### config.mk
export PLATFORM = sky130hd
export DESIGN_NAME = hsv_to_rgb565_unit_flat
export DESIGN_NICKNAME = d
export VERILOG_FILES = /design/src/rtl/hsv_pkg.sv /design/src/rtl/hsv_req_if.sv /design/src/rtl/hsv_rsp_if.sv /design/src/rtl/hsv_hue.sv /design/src/rtl/hsv_term.sv /design/src/rtl/hsv_chan.sv /design/src/rtl/hsv_to_rgb565_unit.sv /design/src/flat_wrapper.sv
export SDC_FILE = /design/constraint.sdc
export NUM_CORES = 2
export LEC_CHECK = 0
export CELL_PAD_IN_SITES_DETAIL_PLACEMENT = 2
export CELL_PAD_IN_SITES_GLOBAL_PLACEMENT = 2
export CORE_ASPECT_RATIO = 0.75
export CORE_MARGIN = 2
export CORE_UTILIZATION = 44
export CTS_CLUSTER_DIAMETER = 80
export DETAILED_ROUTE_END_ITERATION = 7
export DONT_BUFFER_PORTS = 1
export GPL_ROUTABILITY_DRIVEN = 0
export PLACE_DENSITY_LB_ADDON = 0.25
export SYNTH_ARGS = -nofsm -noshare
export SYNTH_HDL_FRONTEND = slang
export SYNTH_HIERARCHICAL = 1
export SYNTH_SLANG_ARGS = --single-unit
### constraint.sdc
create_clock -name i_clk -period 8.1 [get_ports i_clk]
set_input_delay 1.62 -clock i_clk [delete_from_list [all_inputs] [get_ports i_clk]]
set_output_delay 1.62 -clock i_clk [all_outputs]
set_load 0.03 [all_outputs]
### src/rtl/hsv_pkg.sv
package hsv_pkg;

    localparam int HUE_W   = 17;
    localparam int SV_W    = 10;
    localparam int UNIT_W  = 9;
    localparam int HUE_IX_W = 15;
    localparam int REM_W   = 12;
    localparam int TERM_W  = 20;
    localparam int PROD_W  = 29;
    localparam int NUM_SECTORS = 6;

    // 360 degrees with 6 fraction bits, one sector span, 1.0 and 1.0 x span
    localparam logic signed [HUE_W:0] HUE_FULL = 18'sd23040;
    localparam int                    SPAN     = 3840;
    localparam logic [REM_W-1:0]      REM_SPAN = 12'd3840;
    localparam logic [UNIT_W-1:0]     UNIT     = 9'd256;
    localparam logic [TERM_W-1:0]     W_FULL   = 20'd983040;

    typedef enum logic [2:0] {
        SEC_RED_YEL = 3'd0,
        SEC_YEL_GRN = 3'd1,
        SEC_GRN_CYN = 3'd2,
        SEC_CYN_BLU = 3'd3,
        SEC_BLU_MAG = 3'd4,
        SEC_MAG_RED = 3'd5
    } t_sector;

    // wrapped hue, clamped saturation and value
    typedef struct packed {
        logic                black;
        logic [HUE_IX_W-1:0] hue;
        logic [UNIT_W-1:0]   sat;
        logic [UNIT_W-1:0]   val;
    } t_s1;

    // sector and remainder within it
    typedef struct packed {
        logic              black;
        t_sector           sector;
        logic [REM_W-1:0]  rem;
        logic [UNIT_W-1:0] sat;
        logic [UNIT_W-1:0] val;
    } t_s2;

    // weights of the p, q and t terms
    typedef struct packed {
        logic              black;
        t_sector           sector;
        logic [UNIT_W-1:0] val;
        logic [TERM_W-1:0] w_p;
        logic [TERM_W-1:0] w_q;
        logic [TERM_W-1:0] w_t;
    } t_s3;

    // value times weight
    typedef struct packed {
        logic              black;
        t_sector           sector;
        logic [UNIT_W-1:0] val;
        logic [PROD_W-1:0] vw_p;
        logic [PROD_W-1:0] vw_q;
        logic [PROD_W-1:0] vw_t;
    } t_s4;

    typedef struct packed {
        logic [15:0] rgb565;
        logic [7:0]  red8;
        logic [7:0]  green8;
        logic [7:0]  blue8;
    } t_rgb;

    function automatic logic [UNIT_W-1:0] clamp_unit(input logic signed [SV_W-1:0] x);
        logic [UNIT_W-1:0] res;
        if (x < 0) begin
            res = '0;
        end else if (x > $signed(10'sd256)) begin
            res = UNIT;
        end else begin
            res = x[UNIT_W-1:0];
        end
        return res;
    endfunction

    // floor(255 * v * W / (2^16 * 3840)) == floor(17 * v * W / 2^24)
    function automatic logic [7:0] chan8(input logic [PROD_W-1:0] vw);
        logic [33:0] p;
        p = {1'b0, vw, 4'b0} + {5'b0, vw};
        return p[31:24];
    endfunction

endpackage

### src/rtl/hsv_req_if.sv
interface hsv_req_if;
    logic              valid;
    logic              ready;
    logic signed [16:0] hue_q6;
    logic signed [9:0]  sat_q8;
    logic signed [9:0]  val_q8;

    modport source (output valid, output hue_q6, output sat_q8, output val_q8, input ready);
    modport sink   (input valid, input hue_q6, input sat_q8, input val_q8, output ready);
endinterface

### src/rtl/hsv_rsp_if.sv
interface hsv_rsp_if;
    logic        valid;
    logic        ready;
    logic [15:0] rgb565;
    logic [7:0]  red8;
    logic [7:0]  green8;
    logic [7:0]  blue8;

    modport source (output valid, output rgb565, output red8, output green8, output blue8,
                    input ready);
    modport sink   (input valid, input rgb565, input red8, input green8, input blue8,
                    output ready);
endinterface

### src/rtl/hsv_hue.sv
module hsv_hue (
    input  logic               i_clk,
    input  logic               i_rst_n,
    input  logic               i_vld,
    output logic               o_rdy,
    input  logic signed [16:0] i_hue,
    input  logic signed [9:0]  i_sat,
    input  logic signed [9:0]  i_val,
    output logic               o_vld,
    input  logic               i_rdy,
    output hsv_pkg::t_s2       o_data
);
    import hsv_pkg::*;

    logic r_vld1, r_vld2;
    t_s1  r_d1, n_d1;
    t_s2  r_d2, n_d2;
    logic rdy1, rdy2;

    assign rdy2  = !r_vld2 || i_rdy;
    assign rdy1  = !r_vld1 || rdy2;
    assign o_rdy = rdy1;
    assign o_vld = r_vld2;
    assign o_data = r_d2;

    // wrap the hue once, fold 360 onto 0, clamp saturation and value
    always_comb begin
        logic signed [HUE_W:0] h_ext;
        logic signed [HUE_W:0] h_wrap;
        h_ext = {i_hue[HUE_W-1], i_hue};
        if (h_ext > HUE_FULL) begin
            h_wrap = h_ext - HUE_FULL;
        end else if (h_ext < 0) begin
            h_wrap = h_ext + HUE_FULL;
        end else begin
            h_wrap = h_ext;
        end
        if (h_wrap == HUE_FULL) begin
            h_wrap = '0;
        end
        n_d1.black = (h_wrap < 0) || (h_wrap >= HUE_FULL);
        n_d1.hue   = h_wrap[HUE_IX_W-1:0];
        n_d1.sat   = clamp_unit(i_sat);
        n_d1.val   = clamp_unit(i_val);
    end

    // sector by comparison against the sector bounds
    always_comb begin
        logic [HUE_IX_W-1:0] base;
        t_sector             sec;
        base = '0;
        sec  = SEC_RED_YEL;
        for (int k = 1; k < NUM_SECTORS; k++) begin
            if (r_d1.hue >= HUE_IX_W'(k * SPAN)) begin
                base = HUE_IX_W'(k * SPAN);
                sec  = t_sector'(3'(k));
            end
        end
        n_d2.black  = r_d1.black;
        n_d2.sector = sec;
        n_d2.rem    = REM_W'(r_d1.hue - base);
        n_d2.sat    = r_d1.sat;
        n_d2.val    = r_d1.val;
    end

    always_ff @(posedge i_clk) begin
        if (!i_rst_n) begin
            r_vld1 <= 1'b0;
            r_vld2 <= 1'b0;
        end else begin
            if (rdy1) begin
                r_vld1 <= i_vld;
            end
            if (rdy2) begin
                r_vld2 <= r_vld1;
            end
        end
    end

    always_ff @(posedge i_clk) begin
        if (rdy1 && i_vld) begin
            r_d1 <= n_d1;
        end
        if (rdy2 && r_vld1) begin
            r_d2 <= n_d2;
        end
    end

`ifndef SYNTHESIS
    a_hue_range: assert property (@(posedge i_clk) disable iff (!i_rst_n)
        r_vld1 |-> (r_d1.black || r_d1.hue < HUE_IX_W'(HUE_FULL)))
        else $error("wrapped hue out of range");

    a_rem_range: assert property (@(posedge i_clk) disable iff (!i_rst_n)
        (r_vld2 && !r_d2.black) |-> (r_d2.rem < REM_SPAN && r_d2.sector <= SEC_MAG_RED))
        else $error("sector remainder out of range");
`endif

endmodule

### src/rtl/hsv_term.sv
module hsv_term (
    input  logic         i_clk,
    input  logic         i_rst_n,
    input  logic         i_vld,
    output logic         o_rdy,
    input  hsv_pkg::t_s2 i_data,
    output logic         o_vld,
    input  logic         i_rdy,
    output hsv_pkg::t_s4 o_data
);
    import hsv_pkg::*;

    logic r_vld3, r_vld4;
    t_s3  r_d3, n_d3;
    t_s4  r_d4, n_d4;
    logic rdy3, rdy4;

    assign rdy4   = !r_vld4 || i_rdy;
    assign rdy3   = !r_vld3 || rdy4;
    assign o_rdy  = rdy3;
    assign o_vld  = r_vld4;
    assign o_data = r_d4;

    // weights: 1.0 * span less saturation times span, rem or span - rem
    always_comb begin
        logic [TERM_W:0] sp, sq, st;
        sp = (TERM_W+1)'(i_data.sat) * (TERM_W+1)'(REM_SPAN);
        sq = (TERM_W+1)'(i_data.sat) * (TERM_W+1)'(i_data.rem);
        st = (TERM_W+1)'(i_data.sat) * (TERM_W+1)'(REM_SPAN - i_data.rem);
        n_d3.black  = i_data.black;
        n_d3.sector = i_data.sector;
        n_d3.val    = i_data.val;
        n_d3.w_p    = W_FULL - sp[TERM_W-1:0];
        n_d3.w_q    = W_FULL - sq[TERM_W-1:0];
        n_d3.w_t    = W_FULL - st[TERM_W-1:0];
    end

    always_comb begin
        n_d4.black  = r_d3.black;
        n_d4.sector = r_d3.sector;
        n_d4.val    = r_d3.val;
        n_d4.vw_p   = PROD_W'(r_d3.val) * PROD_W'(r_d3.w_p);
        n_d4.vw_q   = PROD_W'(r_d3.val) * PROD_W'(r_d3.w_q);
        n_d4.vw_t   = PROD_W'(r_d3.val) * PROD_W'(r_d3.w_t);
    end

    always_ff @(posedge i_clk) begin
        if (!i_rst_n) begin
            r_vld3 <= 1'b0;
            r_vld4 <= 1'b0;
        end else begin
            if (rdy3) begin
                r_vld3 <= i_vld;
            end
            if (rdy4) begin
                r_vld4 <= r_vld3;
            end
        end
    end

    always_ff @(posedge i_clk) begin
        if (rdy3 && i_vld) begin
            r_d3 <= n_d3;
        end
        if (rdy4 && r_vld3) begin
            r_d4 <= n_d4;
        end
    end

`ifndef SYNTHESIS
    a_weight_range: assert property (@(posedge i_clk) disable iff (!i_rst_n)
        (r_vld3 && !r_d3.black) |->
            (r_d3.w_p <= W_FULL && r_d3.w_q <= W_FULL && r_d3.w_t <= W_FULL))
        else $error("term weight wrapped");
`endif

endmodule

### src/rtl/hsv_chan.sv
module hsv_chan (
    input  logic          i_clk,
    input  logic          i_rst_n,
    input  logic          i_vld,
    output logic          o_rdy,
    input  hsv_pkg::t_s4  i_data,
    output logic          o_vld,
    input  logic          i_rdy,
    output hsv_pkg::t_rgb o_data
);
    import hsv_pkg::*;

    logic r_vld;
    t_rgb r_out, n_out;
    logic rdy;

    assign rdy    = !r_vld || i_rdy;
    assign o_rdy  = rdy;
    assign o_vld  = r_vld;
    assign o_data = r_out;

    // scale each term to 8 bits, route by sector, pack 5/6/5
    always_comb begin
        logic [16:0] vv;
        logic [7:0]  cv, cp, cq, ct;
        logic [7:0]  r, g, b;
        vv = {i_data.val, 8'b0} - 17'(i_data.val);
        cv = vv[15:8];
        cp = chan8(i_data.vw_p);
        cq = chan8(i_data.vw_q);
        ct = chan8(i_data.vw_t);
        unique case (i_data.sector)
            SEC_RED_YEL: begin r = cv; g = ct; b = cp; end
            SEC_YEL_GRN: begin r = cq; g = cv; b = cp; end
            SEC_GRN_CYN: begin r = cp; g = cv; b = ct; end
            SEC_CYN_BLU: begin r = cp; g = cq; b = cv; end
            SEC_BLU_MAG: begin r = ct; g = cp; b = cv; end
            default:     begin r = cv; g = cp; b = cq; end
        endcase
        if (i_data.black) begin
            r = '0;
            g = '0;
            b = '0;
        end
        n_out.red8   = r;
        n_out.green8 = g;
        n_out.blue8  = b;
        n_out.rgb565 = {r[7:3], g[7:2], b[7:3]};
    end

    always_ff @(posedge i_clk) begin
        if (!i_rst_n) begin
            r_vld <= 1'b0;
        end else if (rdy) begin
            r_vld <= i_vld;
        end
    end

    always_ff @(posedge i_clk) begin
        if (rdy && i_vld) begin
            r_out <= n_out;
        end
    end

`ifndef SYNTHESIS
    a_hold_stall: assert property (@(posedge i_clk) disable iff (!i_rst_n)
        (r_vld && !i_rdy) |=> (r_vld && $stable(r_out)))
        else $error("output lost during stall");
`endif

endmodule

### src/rtl/hsv_to_rgb565_unit.sv
// HSV to RGB565 colour converter.
// i_req (sink) carries one colour per request: hue_q6 in degrees x 64,
// sat_q8 and val_q8 with 256 as full scale. A hue above 360 degrees or
// below zero is wrapped once; exactly 360 reads as red; a hue still out of
// range gives black. Saturation and value are clamped to 0..256.
// o_rsp (source) returns one response per request: the 8-bit channels
// floor(255 x fraction) and the packed RGB565 word, in request order.
// Throughput is one request per cycle while the receiver accepts: a
// five-stage pipeline (hue wrap, sector split, term weights, value
// products, scale and pack), each stage with its own valid bit, so an item
// enters on every clock unless every stage is full and stalled.
// When the receiver stalls, the output register holds its response and each
// stage fills its bubble before refusing; i_req.ready drops only once every
// stage is full. Reset clears all valid bits and no response is pending.
module hsv_to_rgb565_unit (
    input  logic             i_clk,
    input  logic             i_rst_n,
    hsv_req_if.sink          i_req,
    hsv_rsp_if.source        o_rsp
);
    import hsv_pkg::*;

    // hue stages to term stages
    logic vld_a, rdy_a;
    t_s2  data_a;
    // term stages to channel stage
    logic vld_b, rdy_b;
    t_s4  data_b;
    t_rgb rgb;

    // wrap hue, clamp, split into sector and remainder
    hsv_hue u_hue (
        .i_clk   (i_clk),
        .i_rst_n (i_rst_n),
        .i_vld   (i_req.valid),
        .o_rdy   (i_req.ready),
        .i_hue   (i_req.hue_q6),
        .i_sat   (i_req.sat_q8),
        .i_val   (i_req.val_q8),
        .o_vld   (vld_a),
        .i_rdy   (rdy_a),
        .o_data  (data_a)
    );

    // form p, q, t weights and multiply by value
    hsv_term u_term (
        .i_clk   (i_clk),
        .i_rst_n (i_rst_n),
        .i_vld   (vld_a),
        .o_rdy   (rdy_a),
        .i_data  (data_a),
        .o_vld   (vld_b),
        .i_rdy   (rdy_b),
        .o_data  (data_b)
    );

    // scale to 8 bits, route by sector, pack and hold for the receiver
    hsv_chan u_chan (
        .i_clk   (i_clk),
        .i_rst_n (i_rst_n),
        .i_vld   (vld_b),
        .o_rdy   (rdy_b),
        .i_data  (data_b),
        .o_vld   (o_rsp.valid),
        .i_rdy   (o_rsp.ready),
        .o_data  (rgb)
    );

    assign o_rsp.rgb565 = rgb.rgb565;
    assign o_rsp.red8   = rgb.red8;
    assign o_rsp.green8 = rgb.green8;
    assign o_rsp.blue8  = rgb.blue8;

endmodule
### src/flat_wrapper.sv
// flat-port wrapper written by rule: the top's interface ports become plain ports
module hsv_to_rgb565_unit_flat import hsv_pkg::*;
  (i_clk, i_rst_n, i_req_valid, i_req_hue_q6, i_req_sat_q8, i_req_val_q8, i_req_ready, o_rsp_valid, o_rsp_rgb565, o_rsp_red8, o_rsp_green8, o_rsp_blue8, o_rsp_ready);
  hsv_req_if i_req_i ();
  hsv_rsp_if o_rsp_i ();
  input  logic i_clk;
  input  logic i_rst_n;
  input wire logic [$bits(i_req_i.valid)-1:0] i_req_valid;
  input wire logic [$bits(i_req_i.hue_q6)-1:0] i_req_hue_q6;
  input wire logic [$bits(i_req_i.sat_q8)-1:0] i_req_sat_q8;
  input wire logic [$bits(i_req_i.val_q8)-1:0] i_req_val_q8;
  output wire logic [$bits(i_req_i.ready)-1:0] i_req_ready;
  output wire logic [$bits(o_rsp_i.valid)-1:0] o_rsp_valid;
  output wire logic [$bits(o_rsp_i.rgb565)-1:0] o_rsp_rgb565;
  output wire logic [$bits(o_rsp_i.red8)-1:0] o_rsp_red8;
  output wire logic [$bits(o_rsp_i.green8)-1:0] o_rsp_green8;
  output wire logic [$bits(o_rsp_i.blue8)-1:0] o_rsp_blue8;
  input wire logic [$bits(o_rsp_i.ready)-1:0] o_rsp_ready;
  assign i_req_i.valid = i_req_valid;
  assign i_req_i.hue_q6 = i_req_hue_q6;
  assign i_req_i.sat_q8 = i_req_sat_q8;
  assign i_req_i.val_q8 = i_req_val_q8;
  assign i_req_ready = i_req_i.ready;
  assign o_rsp_valid = o_rsp_i.valid;
  assign o_rsp_rgb565 = o_rsp_i.rgb565;
  assign o_rsp_red8 = o_rsp_i.red8;
  assign o_rsp_green8 = o_rsp_i.green8;
  assign o_rsp_blue8 = o_rsp_i.blue8;
  assign o_rsp_i.ready = o_rsp_ready;
  hsv_to_rgb565_unit u_core (.i_clk(i_clk), .i_rst_n(i_rst_n), .i_req(i_req_i), .o_rsp(o_rsp_i));
endmodule
==> metrics.md <==
| Metric | Value |
|---|---|
| Status | finished, final reports clean |
| Final Max Tran Viols | 0 |
| Post-Syn Area per Cell | approximately 9.5 um2 |
| Max cap viols | 0 |
| Reg2reg setup slack | between 0.7 and 0.8 ns |
| Post-DP Area | between 30000 and 40000 um2 |
| Startpoint types | flop |
| Hold Crit Depth | 0 |
| Area contributors post-synth | fa_1 (28%), edfxtp_1 (21%), ha_1 (12%) |
| Largest area contributor in the netlist | fa_1 |
| H-tree levels | 2 |
| Worst r2r src | u_core/u_hue/o_data[23] |
| CP Capture Type | flop |
| Worst Min Path Start | u_core/u_hue/n_d2[3] |
| RSZ-0062 raised after global routing | false |
| Actual slew at the worst max-slew pin | 1.17 ns |
| IO buf count | 0 |
| Post-Syn Area | 36100 um2 |
| Reg2reg end | u_core/u_term/r_d3[18] |
| Core Footprint | 80900 um2 |
| Fin crit period | 7.30 ns |
| Yosys reg bits | ~250 |
| Setup Buffers After CTS | 0 |
| DR WL/cell | roughly 24 um |
| Setup Viol. Count Final | 0 |
| Final #Nets | 4578 |
| Die Y | 252 um |
| Post-Route Setup TNS | 0 ns |
| Dpl hpwl | slightly above 90 mm |
| Post-synth top area share | 0.277 |
| Layout Skew | about 0.028 ns |
| Layout cell share with drive strength beyond 1 | 0.0385 |
| TritonCTS clock tree | built |
| Vias in the first global route | roughly 31000 |
| Relative slew margins | 0.223 |
| EDFF count, synth | roughly 250 |
| Root buf cell | clkbuf_16 |
| Number of clock sinks | between 200 and 300 |
| CTS resizes | 0 |
| Row Count | 90 |
| Dominant synthesized flop cell | edfxtp_1 |
| Remaining Overflow, GRT | 0 |
| R2r worst-path depth | 23 |
| Netlist cell types | 108 |
| Post-route ant nets | 0 |
| Clock transition at path regs | approximately 0.06 ns |
| Post-CTS Hold Buffers | 0 |
| Hold path endpoint | u_core/u_hue/o_data[3] |
| First-pass GRT wire length | between 150 and 200 mm |
| CP arrival | between 7 and 8 ns |
| Endpoints failing hold | 0 |
| Final non-filler cell total | between 4000 and 5000 |
| Initial antenna violation count | 6 |
| Final cycle utilization of the critical path | 0.902 |
| GRT Overall Usage | 0.282 |
| Worst Path Max Fanout | 11 |
| Drt total wl | about 120 mm |
| Cts bufs inserted | 36 |
| Post-Synthesis Cells | ~3800 |
| Post-synthesis sequential area ratio | 0.208 |
| CTS max path bufs | 3 |
| Vias per cell | 5.71 |
| I/O pin count | 83 |
| Starting Density | 0.447 |
| Maximum clock frequency | 137 MHz |
| Die area | 84500 um2 |
| Worst skew pair latency | 0.59 ns |
| TritonRoute pass-1 iters | 5 |
| Largest net degree at the start of global routing | 73 |
| Area grow syn2layout | 5.33% |
| Critical path class | flop to flop |
| Data required, critical path | roughly 8.5 ns |
| Hold Path Class | flop to flop |
| Via count | ~27000 |
| Post-route cell area | between 30000 and 40000 um2 |
| Ys async rst share | 0 |
| Drc violations | 0 |
| Iteration-0 DRC count of the detailed router | 1597 |
| Die Wd | 335 um |
| Syn. warnings | 6 |
| Dpl cells | between 4000 and 5000 |
==> critical path: stages, from the launching register on <==
cell	delay (ns)
edfxtp_1	0.55
or4_1	0.64
nor3_2	0.21
nand2_1	0.16
nand3_1	0.14
xor2_1	0.57
and2_1	0.25
fa_1	0.40
inv_1	0.10
fa_1	0.46
fa_1	0.51
fa_1	0.50
inv_1	0.05
fa_1	0.48
inv_1	0.05
ha_1	0.33
o21a_1	0.22
o21ai_0	0.30
nand2b_1	0.12
a21o_1	0.25
nand3_1	0.10
a21oi_1	0.07
o21a_1	0.20
o311ai_0	0.42
==> cells in the mapped netlist (26+ instances only) <==
master,instances
nor3_1,52
o21ai_0,80
and2_1,340
o21a_1,33
nor2_1,131
inv_1,609
a211oi_1,26
nand3_1,57
ha_1,346
a21oi_1,146
nor2b_1,29
xor2_1,41
a21o_1,53
clkbuf_1,145
edfxtp_1,247
xnor2_1,102
nand2_1,459
fa_1,500
==> worst max path at each step <==
| stage | slack, ns | startpoint | end | cells past startpoint |
|---|---|---|---|---|
| 4_1_cts | 0.80 | u_core/u_hue/o_data[21] | u_core/u_term/r_d3[18] | 23 |
| 2_1_floorplan | 1.69 | o_rsp_ready | u_core/u_term/o_data[10] | 3 |
| 3_5_place_dp | 0.80 | u_core/u_hue/o_data[23] | u_core/u_term/r_d3[18] | 23 |
| 6_report | 0.80 | u_core/u_hue/o_data[23] | u_core/u_term/r_d3[18] | 23 |
| 3_3_place_gp | 1.23 | u_core/u_hue/o_data[21] | u_core/u_term/r_d3[19] | 22 |
| 5_1_grt | 0.46 | u_core/u_hue/o_data[21] | u_core/u_term/r_d3[18] | 23 |
==> flip-flops by register name (all words and copies together), names as in the netlist, 13 cells and up <==
signal,flops
u_core/u_term/o_data,91
u_core/u_term/r_d3,51
u_core/u_hue/o_data,34
u_core/u_chan/o_data,24
u_core/u_hue/n_d2,19
u_core/u_hue/r_d1,15
u_core/u_term/n_d4,13
==> layout by cell type (no fill, tap or decap), types with 9 or more instances in the layout <==
master	n
o21ai_0	80
a211o_1	11
fa_1	500
and3_1	17
o211ai_1	25
nor2_1	131
edfxtp_1	247
nor2b_1	27
or3_1	16
nor3_1	52
nand2b_1	24
o21a_1	33
a21o_1	53
a31oi_1	21
o21ai_1	14
nor3b_1	9
o21bai_1	10
nand3b_1	9
nand4_1	15
nand3_1	57
o31ai_1	10
a211oi_1	26
and2_1	337
inv_1	609
xnor2_1	102
ha_1	346
clkbuf_16	36
o2111ai_1	9
nand2_1	459
buf_4	31
xor2_1	41
a21oi_1	146
==> layout make-up <==
cell class / count / area, um2
clock buffers: 41 / 930
well taps: 1058 / 1320
diodes: 1 / 2.50
multi-input cells: 2758 / 25600
repair buffers: 32 / 253
flip-flops and latches: 252 / 7520
fillers: 8540 / 42800
clock inverters: 20 / 195
inverters: 611 / 2290
==> cell families after synthesis <==
group	Yosys count	share of synthesized area
AO/OA/AOI/OAI	544	0.102
XOR/XNOR	145	0.0357
flip-flops	252	0.208
adder cells (fa/ha/maj)	846	0.397
multiplexers	5	0.00145
buffers and inverters	801	0.0862
AND/OR/NAND/NOR	1210	0.169
other	1	0.000104
==> metal layers <==
layer	vias to the layer above	wire length (um)	track usage
li1	12100	-	-
met1	14400	53000	0.383
met2	537	56700	0.484
met3	146	4690	0.0351
met4	2	2050	0.0621
met5	-	12	0
==> metrics by stage <==
stage               hold slack (ns)  setup WS, ns   util
finish                        0.409         0.797  0.471
global route                  0.424         0.460  0.471
CTS                           0.413         0.802  0.471
detailed placement            0.407         0.801  0.457
global placement              0.401          1.23  0.457
floorplan                     0.400          1.69      -
Power is not shown: default switching activity piles up to over one toggle a cycle in this logic, so the estimate is an artifact.
